===== src/design/uart_baud_divisor_calc_macros.svh =====
// ----------------------------------------------------------------------------
// UART baud divisor calculator assertion macros
// Shared property wrappers, clocked on clk and disabled while rst_n is low.
// ----------------------------------------------------------------------------
`ifndef UART_BAUD_DIVISOR_CALC_MACROS_SVH
`define UART_BAUD_DIVISOR_CALC_MACROS_SVH

`ifndef SYNTHESIS

`define UBDC_ASSERT_IMP(lbl, ante, cons, msg) \
  lbl: assert property (@(posedge clk) disable iff (!rst_n) (ante) |-> (cons)) \
    else $error(msg);

`define UBDC_ASSERT_NXT(lbl, ante, cons, msg) \
  lbl: assert property (@(posedge clk) disable iff (!rst_n) (ante) |=> (cons)) \
    else $error(msg);

`else

`define UBDC_ASSERT_IMP(lbl, ante, cons, msg)

`define UBDC_ASSERT_NXT(lbl, ante, cons, msg)

`endif

`endif


===== src/design/ubdc_pkg.sv =====
// ----------------------------------------------------------------------------
// ubdc_pkg
// Widths, constants and types shared by the baud divisor calculator.
// ----------------------------------------------------------------------------
`timescale 1ns / 1ps
`default_nettype none

package ubdc_pkg;

  localparam int CLK_W    = 27;
  localparam int BAUD_W   = 24;
  localparam int WORD_W   = 16;
  localparam int ST_W     = 2;

  // Dividend is 25 * clock_hz, divisor is 2 or 4 times the baud rate.
  localparam int NUM_W    = 32;
  localparam int REM_W    = 26;
  localparam logic [NUM_W-1:0] CLK_SCALE = 32'd25;

  // Post stages: scaled quotient below the limit fits in Q_W bits.
  localparam int Q_W      = 19;
  localparam logic [NUM_W-1:0] MANT_LIMIT = 32'd409600;
  localparam int MANT_W   = 12;
  localparam int FRAC_W   = 4;
  localparam int PROD_W   = 38;
  localparam int MANT_SHIFT = 25;
  // ceil(2^25 / 100); exact quotient for every value below the limit.
  localparam logic [Q_W-1:0] MANT_RECIP = 19'd335545;
  localparam logic [Q_W-1:0] CENT       = 19'd100;

  localparam int REMC_W   = 7;
  localparam logic [REMC_W-1:0] REMC_LIMIT = 7'd100;
  localparam int FX_W     = 11;
  localparam logic [FX_W-1:0] FRAC_ROUND = 11'd50;
  localparam int FY_W     = 22;
  localparam int FRAC_SHIFT = 17;
  // ceil(2^17 / 100); exact for rounded fraction sums up to 16 * 99 + 50.
  localparam logic [FX_W-1:0] FRAC_RECIP = 11'd1311;

  typedef enum logic [ST_W-1:0] {
    ST_OK        = 2'd0,
    ST_BAUD_ZERO = 2'd1,
    ST_MANT_BIG  = 2'd2
  } ubdc_status_t;

  // Word carried along the divider chain.
  typedef struct packed {
    logic [REM_W-1:0] rem;
    logic [NUM_W-1:0] num;
    logic [REM_W-1:0] den;
    logic             by8;
    logic             zero;
  } ubdc_div_t;

endpackage

`default_nettype wire


===== src/design/uart_baud_divisor_calc.sv =====
// ----------------------------------------------------------------------------
// uart_baud_divisor_calc
// Fractional UART baud register calculator, pipelined one word per cycle unless the receiver stalls.
// ----------------------------------------------------------------------------
// Usage: present clock_hz, baud and over_sample_8 on the in_ channel with
// valid/ready; each accepted word yields exactly one out_ word holding the
// baud register value (mantissa in bits 15:4, fraction below) and a status:
// 0 ok, 1 zero baud rate, 2 mantissa above 4095. On an error the word is 0.
// The accepting edge loads the first of 32 divider cells, each resolving
// one quotient bit of 25*clock_hz / (k*baud), and three more stages follow
// for the mantissa multiply, the remainder modulo 100 and the rounded
// fraction with the output register, 35 registers in all. Throughput is
// one word per cycle while the receiver keeps taking results.
// Each stage moves forward whenever the stage after it is empty or moving,
// so bubbles close up and new words are taken while a finished result
// waits at the output. When the receiver stalls, the pipeline fills and
// in_ready drops only once every stage holds a word. Reset empties all
// stages; no request state survives it.
// ----------------------------------------------------------------------------
`timescale 1ns / 1ps
`default_nettype none

module uart_baud_divisor_calc
  import ubdc_pkg::*;
(
  input  wire logic              clk,
  input  wire logic              rst_n,
  input  wire logic              in_valid,
  output logic                   in_ready,
  input  wire logic [CLK_W-1:0]  in_clock_hz,
  input  wire logic [BAUD_W-1:0] in_baud,
  input  wire logic              in_over_sample_8,
  output logic                   out_valid,
  input  wire logic              out_ready,
  output logic [WORD_W-1:0]      out_divisor_word,
  output logic [ST_W-1:0]        out_status
);

  logic [NUM_W:0] chain_valid;
  logic [NUM_W:0] chain_ready;
  ubdc_div_t      chain_data [0:NUM_W];
  ubdc_div_t      init;

  always_comb begin
    init.rem  = '0;
    init.num  = NUM_W'(in_clock_hz) * CLK_SCALE;
    init.den  = in_over_sample_8 ? {1'b0, in_baud, 1'b0} : {in_baud, 2'b00};
    init.by8  = in_over_sample_8;
    init.zero = (in_baud == '0);
  end

  assign chain_valid[0] = in_valid;
  assign chain_data[0]  = init;
  assign in_ready       = chain_ready[0];

  for (genvar i = 0; i < NUM_W; i++) begin : g_cell
    ubdc_div_cell u_cell (
      .clk      (clk),
      .rst_n    (rst_n),
      .up_valid (chain_valid[i]),
      .up_ready (chain_ready[i]),
      .up_data  (chain_data[i]),
      .dn_valid (chain_valid[i+1]),
      .dn_ready (chain_ready[i+1]),
      .dn_data  (chain_data[i+1])
    );
  end

  ubdc_post u_post (
    .clk              (clk),
    .rst_n            (rst_n),
    .in_valid         (chain_valid[NUM_W]),
    .in_ready         (chain_ready[NUM_W]),
    .in_data          (chain_data[NUM_W]),
    .out_valid        (out_valid),
    .out_ready        (out_ready),
    .out_divisor_word (out_divisor_word),
    .out_status       (out_status)
  );

endmodule

`default_nettype wire


===== src/design/ubdc_div_cell.sv =====
// ----------------------------------------------------------------------------
// ubdc_div_cell
// One restoring division step: produces one quotient bit and hands the
// partial remainder and shifted dividend on to the next cell.
// ----------------------------------------------------------------------------
`timescale 1ns / 1ps
`default_nettype none

module ubdc_div_cell
  import ubdc_pkg::*;
(
  input  wire logic      clk,
  input  wire logic      rst_n,
  input  wire logic      up_valid,
  output logic           up_ready,
  input  wire ubdc_div_t up_data,
  output logic           dn_valid,
  input  wire logic      dn_ready,
  output ubdc_div_t      dn_data
);

  logic      valid_r, valid_nxt;
  ubdc_div_t data_r, data_nxt;
  logic [REM_W:0] part;
  logic [REM_W:0] trial;

  assign up_ready = ~valid_r | dn_ready;
  assign dn_valid = valid_r;
  assign dn_data  = data_r;

  always_comb begin
    part     = {up_data.rem, up_data.num[NUM_W-1]};
    trial    = part - {1'b0, up_data.den};
    data_nxt = up_data;
    // The dividend shifts out at the top while quotient bits shift in below.
    if (!trial[REM_W]) begin
      data_nxt.rem = trial[REM_W-1:0];
      data_nxt.num = {up_data.num[NUM_W-2:0], 1'b1};
    end else begin
      data_nxt.rem = part[REM_W-1:0];
      data_nxt.num = {up_data.num[NUM_W-2:0], 1'b0};
    end
    valid_nxt = up_ready ? up_valid : valid_r;
  end

  always_ff @(posedge clk) begin
    if (!rst_n) begin
      valid_r <= 1'b0;
    end else begin
      valid_r <= valid_nxt;
    end
  end

  always_ff @(posedge clk) begin
    if (up_ready) begin
      data_r <= data_nxt;
    end
  end

endmodule

`default_nettype wire


===== src/design/ubdc_post.sv =====
// ----------------------------------------------------------------------------
// ubdc_post
// Splits the scaled quotient into mantissa and rounded fraction, applies
// the error checks and holds the result word in the output register.
// ----------------------------------------------------------------------------
`timescale 1ns / 1ps
`default_nettype none
`include "uart_baud_divisor_calc_macros.svh"

module ubdc_post
  import ubdc_pkg::*;
(
  input  wire logic         clk,
  input  wire logic         rst_n,
  input  wire logic         in_valid,
  output logic              in_ready,
  input  wire ubdc_div_t    in_data,
  output logic              out_valid,
  input  wire logic         out_ready,
  output logic [WORD_W-1:0] out_divisor_word,
  output logic [ST_W-1:0]   out_status
);

  // Stage 1: range check and reciprocal multiply.
  logic              v1_r, v1_nxt, rdy1;
  logic [Q_W-1:0]    q1_r;
  logic [PROD_W-1:0] prod1_r, prod1_nxt;
  logic              by8_1_r;
  ubdc_status_t      st1_r, st1_nxt;

  // Stage 2: mantissa and remainder modulo 100.
  logic              v2_r, v2_nxt, rdy2;
  logic [MANT_W-1:0] mant2_r, mant2_nxt;
  logic [REMC_W-1:0] rem2_r, rem2_nxt;
  logic              by8_2_r;
  ubdc_status_t      st2_r;

  // Stage 3: rounded fraction and output register.
  logic              v3_r, v3_nxt, rdy3;
  logic [WORD_W-1:0] word3_r, word3_nxt;
  ubdc_status_t      st3_r;
  logic [FX_W-1:0]   fx;
  logic [FY_W-1:0]   fy;
  logic [FRAC_W-1:0] fq;
  logic [FRAC_W-1:0] frac;

  assign rdy3     = ~v3_r | out_ready;
  assign rdy2     = ~v2_r | rdy3;
  assign rdy1     = ~v1_r | rdy2;
  assign in_ready = rdy1;

  assign out_valid        = v3_r;
  assign out_divisor_word = word3_r;
  assign out_status       = st3_r;

  always_comb begin
    if (in_data.zero) begin
      st1_nxt = ST_BAUD_ZERO;
    end else if (in_data.num >= MANT_LIMIT) begin
      st1_nxt = ST_MANT_BIG;
    end else begin
      st1_nxt = ST_OK;
    end
    prod1_nxt = PROD_W'(in_data.num[Q_W-1:0]) * PROD_W'(MANT_RECIP);
    v1_nxt    = rdy1 ? in_valid : v1_r;
  end

  always_comb begin
    mant2_nxt = prod1_r[MANT_SHIFT +: MANT_W];
    rem2_nxt  = REMC_W'(q1_r - Q_W'(mant2_nxt) * CENT);
    v2_nxt    = rdy2 ? v1_r : v2_r;
  end

  always_comb begin
    if (by8_2_r) begin
      fx = {1'b0, rem2_r, 3'b000} + FRAC_ROUND;
    end else begin
      fx = {rem2_r, 4'b0000} + FRAC_ROUND;
    end
    fy = FY_W'(fx) * FY_W'(FRAC_RECIP);
    fq = fy[FRAC_SHIFT +: FRAC_W];
    // A rounding carry out of the fraction field is dropped by the mask.
    frac = by8_2_r ? {1'b0, fq[2:0]} : fq;
    if (st2_r == ST_OK) begin
      word3_nxt = {mant2_r, frac};
    end else begin
      word3_nxt = '0;
    end
    v3_nxt = rdy3 ? v2_r : v3_r;
  end

  always_ff @(posedge clk) begin
    if (!rst_n) begin
      v1_r <= 1'b0;
      v2_r <= 1'b0;
      v3_r <= 1'b0;
    end else begin
      v1_r <= v1_nxt;
      v2_r <= v2_nxt;
      v3_r <= v3_nxt;
    end
  end

  always_ff @(posedge clk) begin
    if (rdy1) begin
      q1_r    <= in_data.num[Q_W-1:0];
      prod1_r <= prod1_nxt;
      by8_1_r <= in_data.by8;
      st1_r   <= st1_nxt;
    end
    if (rdy2) begin
      mant2_r <= mant2_nxt;
      rem2_r  <= rem2_nxt;
      by8_2_r <= by8_1_r;
      st2_r   <= st1_r;
    end
    if (rdy3) begin
      word3_r <= word3_nxt;
      st3_r   <= st2_r;
    end
  end

  `UBDC_ASSERT_IMP(a_mant_range, v1_r && st1_r == ST_OK, prod1_r[PROD_W-1:MANT_SHIFT+MANT_W] == '0, "mantissa product out of range")
  `UBDC_ASSERT_IMP(a_rem_range, v2_r && st2_r == ST_OK, rem2_r < REMC_LIMIT, "remainder modulo 100 not below 100")
  `UBDC_ASSERT_IMP(a_err_zero, v3_r && st3_r != ST_OK, word3_r == '0, "error result with nonzero word")
  `UBDC_ASSERT_NXT(a_drain, v3_r && out_ready && !v2_r, !v3_r, "output word delivered twice")

endmodule

`default_nettype wire

===== config.mk =====
export PLATFORM = sky130hd
export DESIGN_NAME = uart_baud_divisor_calc
export DESIGN_NICKNAME = d
export VERILOG_FILES = /design/src/design/ubdc_pkg.sv /design/src/design/uart_baud_divisor_calc.sv /design/src/design/ubdc_div_cell.sv /design/src/design/ubdc_post.sv
export VERILOG_INCLUDE_DIRS = /design/src /design/src/design
export SDC_FILE = /design/constraint.sdc
export NUM_CORES = 2
export LEC_CHECK = 0
export BUFFER_PORTS_ARGS = -buffer_cell sky130_fd_sc_hd__buf_2
export CORE_MARGIN = 5
export CORE_UTILIZATION = 55
export CTS_CLUSTER_SIZE = 8
export DETAILED_ROUTE_END_ITERATION = 12
export PLACE_DENSITY = 0.77
export SLEW_MARGIN = 25
export SYNTH_ARGS = -nofsm -noshare
export SYNTH_HDL_FRONTEND = slang
export SYNTH_SLANG_ARGS = --single-unit

===== constraint.sdc =====
create_clock -name clk -period 18 [get_ports clk]
set_input_delay 2.7 -clock clk [delete_from_list [all_inputs] [get_ports clk]]
set_output_delay 2.7 -clock clk [all_outputs]
set_load 0.01 [all_outputs]

After elaboration in Yosys (flattened, before gate mapping) --
Index checks and enable logic that the tools add are counted. W data, S select, Z words.
Storage, ports and cells: memories 0, bits in writable memories 0, input bits 56, word-level logic and storage cells 354, bits in read-only memories 0, register bits 2822, latch bits 0, output and inout port bits 20
Cells by class: mux-type cells 35, bitwise logic cells 71, shift-type cells 0, equal/unequal tests 0, order comparisons 1, $mul 4, divide/modulo/power cells 0, add/subtract/negate cells 35, reductions and logical operators 3
Operators by type and width (number):
- $mux W58 | 30
- $sub A27 B26 Y27 | 31
- $mul A19 B19 Y37 const B | 1
- $not A1 Y1 | 36
- $or A1 B1 Y1 | 35
- $mux W33 | 1
- $ge A32 B19 Y1 const B | 1
- $mul A27 B5 Y32 const B | 1
- $sub A1 B26 Y27 | 1
- $mux W26 | 1
- $logic_not A24 Y1 | 1
- $mul A11 B11 Y21 const B | 1
- $mul A12 B5 Y5 const B | 1
- $add A10 B6 Y11 const B | 1
- $add A11 B6 Y11 const B | 1
- $mux W11 | 1
- $sub A7 B7 Y7 | 1
- $logic_not A2 Y1 | 1
- $mux W2 | 1
- $reduce_or A2 Y1 | 1
- $mux W1 | 1

Logic depth before layout (Yosys ltp) --
depth after elaboration 36, mapped depth 26, gate-level depth less buffers 24

Cells and area by module --
A second synthesis with hierarchy kept.
Unflattened totals: cell total of the unflattened synthesis 12584, area, all modules 158948.7 µm²
By module, submodules not included:
- ubdc_div_cell at g_cell[26].u_cell ... | cells an instance 342, times used 14, area each 4571.9 µm², sequential area each 2602.5 µm²
- ubdc_div_cell at g_cell[17].u_cell ... | cells an instance 341, times used 10, area each 4533.1 µm², sequential area each 2602.5 µm²
- ubdc_div_cell at g_cell[0].u_cell ... | cells an instance 357, times used 7, area each 4321.6 µm², sequential area each 2602.5 µm²
- ubdc_post | cells an instance 1148, times used 1, area each 11629.9 µm², sequential area each 1921.8 µm²
- ubdc_div_cell at g_cell[16].u_cell | cells an instance 341, times used 1, area each 4530.6 µm², sequential area each 2602.5 µm²
- uart_baud_divisor_calc | cells an instance 398, times used 1, area each 3199.3 µm², sequential area each 0.0 µm²

Least setup slack after synthesis --
OpenSTA, ideal clock, no wires.
path kind input port to output port, start point in out_ready, end point out in_ready, data required time 15.300 ns, path slack 3.545 ns, stages 14, arrival time 11.755 ns, path buffers 0, cell sequence nor2b_2 inv_2 nor2_1 nand2_1 nor2_2 inv_1 nor2_1 and2_4 and3_1 inv_1 nor4_2 and2_4 and4_4 nand3_1
On the way: cells in the longest elaborated chain, start to end 35
RTL lines:
- start, declared | RTL line uart_baud_divisor_calc.sv:34 | input wire logic out_ready,
- $or A1 B1 Y1 | RTL line ubdc_post.sv:47 | assign rdy3 = ~v3_r | out_ready;
- named net u_post.rdy3 | RTL line ubdc_post.sv:39 | logic v3_r, v3_nxt, rdy3;
- $or A1 B1 Y1 | RTL line ubdc_post.sv:48 | assign rdy2 = ~v2_r | rdy3;
- $or A1 B1 Y1 | RTL line ubdc_post.sv:49 | assign rdy1 = ~v1_r | rdy2;
- $or A1 B1 Y1 (3 in a row) | RTL line ubdc_div_cell.sv:27 | assign up_ready = ~valid_r | dn_ready;
- named net g_cell[28].u_cell.dn_ready | RTL line ubdc_div_cell.sv:18 | input wire logic dn_ready,
- $or A1 B1 Y1 | RTL line ubdc_div_cell.sv:27
- named net g_cell[27].u_cell.dn_ready | RTL line ubdc_div_cell.sv:18
- $or A1 B1 Y1 (13 in a row) | RTL line ubdc_div_cell.sv:27
- named net g_cell[14].u_cell.dn_ready | RTL line ubdc_div_cell.sv:18
- $or A1 B1 Y1 (15 in a row) | RTL line ubdc_div_cell.sv:27
- end, declared | RTL line uart_baud_divisor_calc.sv:29 | output logic in_ready,
The timed path passes the listed nets, and every way through them passes these cells.

Final worst setup path --
Ends and elaborated chain as after synthesis.

==> impl_results.md <==
- Status: complete, no violations
- Period utilization: 0.600
- Critical Path End Type: output port
- Core area: approximately 260,000 µm²
- Max-slew headroom: 0.207
- Max-slew violation count: 0
- GPL Wtd Cong: 0.904
- TritonCTS clock tree: yes
- Finish-stage setup viols: 0
- DRC: 0
- Tot GR Track Use: 0.203
- Congestion Overflow GR: 0
- I/O Pins: 76
- Initial Utilization: 0.552
- Slowest stage delay, CP: a little under 0.6 ns
- Vias in the first global route: 86,423
- Die Span X: 517 µm
- Avg Cell Area, Syn: approximately 13 µm²
- Min-delay worst type: reg -> reg
- Routed wire length: roughly 270,000 µm
- Post-Place Cell Area: 146,000 µm²
- Die height: 517 µm
- Row cnt: between 150 and 200
- Setup slack at placement: roughly 7.2 ns
- Final ANT Viol Nets: 0
- Largest cells by area after synthesis: edfxtp_1 57%, ha_1 10%, mux2_2 5.3%
- Worst path bufs/invs: 6
- M2 GR Usage: 0.372
- Synthesis-to-finish area growth: 10.8%
- Clock latency on the worst-skew pair: approximately 0.96 ns
- Global-route wire length before repair: around 440,000 µm
- Routed wire per std cell: between 15 and 20 µm
- EDFF count, synth: 2,700
- Register area share after synthesis: 0.579
- Fmax: 92.5 MHz
- Clk_skew: roughly 0.065 ns
- Async set-reset flop share out of synthesis: 0
- Design Area, Final: 157,000 µm²
- Worst setup SP type: input pin
- Mapped Area: ~140,000 µm²
- Min Clock Period, post-route: 10.81 ns
- Max FO, Critical Path: 34
- IO Port Bufs: 75
- #FFs+latches synth: between 2,000 and 3,000
- CTS Buf Count: ~390
- Setup Buffers After CTS: 0
- Unrepaired setup endpoints after global routing: no
- Final HPWL DP: 196,000 µm
- Worst Max-Slew Pin Slew: 1.17 ns
- TNS Setup: 0 ns
- CTS H-tree depth: 5
- Grt met3 use: 0.0267
- Drt first pass iters: 6
- R2r setup slk: 10.84 ns
- CP max stage cell: nor2_1
- Final worst setup slack: 7.19 ns
- Synth Flop Type: edfxtp_1
- Met1 usage: 0.234
- DR iter-0 viols: 4,825
- Clock slew at reported path FFs: ~0.050 ns
- Cts hold-fix bufs: 0
- Crit path DAT: 8.11 ns
- Root buf cell: clkbuf_16
- Layout cell share with drive strength beyond 1: 0.123
- Largest net degree at the start of global routing: 85
- Synth warnings: 0
- Maximum Capacitance Violations: 0
- Initial antenna violation count: 5
- Post-cts gate resize count: 0
- Share of the synthesized area in the top cell type: 0.574
- CTS sink cnt: 2,735
- Vias per cell: 5.67
- Synth unique cells: 93
- Mapped Cells: between 10,000 and 15,000
- Routed vias: 82,091
- Final hold violation count: 0
- Critical path type: in -> out
- # nets final: 12,390
- Leading area contributor after synthesis: edfxtp_1
- Delay-heaviest family, CP: simple AND/OR/NAND/NOR gates
- Gr busiest metal: met2
- Crit-path cells: buf_2, nor2b_2, inv_2, nor2_1, nand2_4, nor2_2, clkinv_2, nor2_1, and2_4, and3_1, clkinv_2, nor4_2, and2_4, and4_4, nand3_4, buf_4, buf_2
- Worst Path Required: roughly 15 ns
- Die footprint: 267,000 µm²
- Max Buffers Root-to-Sink: 4
synthesized netlist by cell type, drive strengths merged (44+ instances only):
cell type,n
nor2,490
inv,1380
and3,63
or3,54
xor2,167
nand3,128
mux2i,97
nor2b,135
nand2,322
o21a,257
a211oi,67
and2,57
a21o,260
mux2,679
buf,67
a21oi,482
nor3,147
a31oi,53
o21ai,331
ha,1124
xnor2,468
a21boi,53
nand2b,83
o21bai,85
fa,212
o211ai,44
edfxtp,2700
metrics by stage:
step,hold slack [ns],cells,utilization
3_3_place_gp,0.400,13984,0.570
2_1_floorplan,0.400,10558,-
3_5_place_dp,0.405,13984,0.570
4_1_cts,0.354,14468,0.611
5_1_grt,0.370,14472,0.611
6_report,0.357,14472,0.611
final timing paths:
path | from | endpoint | depth (start not counted)
setup / recovery | out_ready | in_ready | 17
hold / removal | g_cell[27].u_cell.dn_data[58] | g_cell[28].u_cell.dn_data[59] | 0
setup reg to reg | g_cell[31].u_cell.dn_data[44] | u_post.prod1_r[36] | 21
hold reg to reg | g_cell[27].u_cell.dn_data[58] | g_cell[28].u_cell.dn_data[59] | 0
flip-flops by register name, indices dropped and copies added, names as in the netlist:
register                 count
u_post.v1_r                  1
u_post.by8_1_r               1
u_post.prod1_r              15
u_post.rem2_r                7
u_post.st1_r                 2
g_cell.u_cell.dn_valid      32
u_post.out_valid             1
u_post.q1_r                  4
g_cell.u_cell.dn_data     2638
u_post.by8_2_r               1
u_post.v2_r                  1
u_post.out_divisor_word     16
u_post.st2_r                 2
u_post.out_status            2
u_post.mant2_r              12
layout by cell type (no fill, tap or decap), drive strengths merged, types with 167 or more instances in the layout:
cell / n
fa: 212
ha: 1124
a21o: 260
mux2: 679
nand2: 322
nor2: 490
inv: 1374
o21a: 257
xor2: 167
o21ai: 331
xnor2: 468
edfxtp: 2700
clkbuf: 468
a21oi: 482
final cells by class:
cell class	instances	area [µm²]
Tap cell	3384	4230
Clock buffer	468	10200
Multi-Input combinational cell	6358	54100
Antenna cell	2	5.00
Sequential cell	2735	81800
Inverter	1380	5190
Timing Repair Buffer	129	836
Fill cell	18390	99700
Clock inverter	16	194
routing by layer:
layer,wire [µm],share of wire
met5,0,0
met4,14000,0.052
met3,9930,0.037
met2,142000,0.52
met1,106000,0.39
logic make-up (layout without fill, tap and decap cells):
| logic type | count (synthesis) | count (layout) | synth area share |
|---|---|---|---|
| adder cells (fa/ha/maj) | 1336 | 1336 | 0.130 |
| XOR/XNOR | 635 | 635 | 0.0403 |
| flip-flops | 2735 | 2735 | 0.579 |
| other | 1 | 14 | 0.0000265 |
| AND/OR/NAND/NOR | 1654 | 1654 | 0.0580 |
| AO/OA/AOI/OAI | 1945 | 1945 | 0.0919 |
| buffers and inverters | 1465 | 1993 | 0.0401 |
| multiplexers | 776 | 776 | 0.0614 |
Power is not shown: default switching activity piles up to over one toggle a cycle in this logic, so the estimate is an artifact.
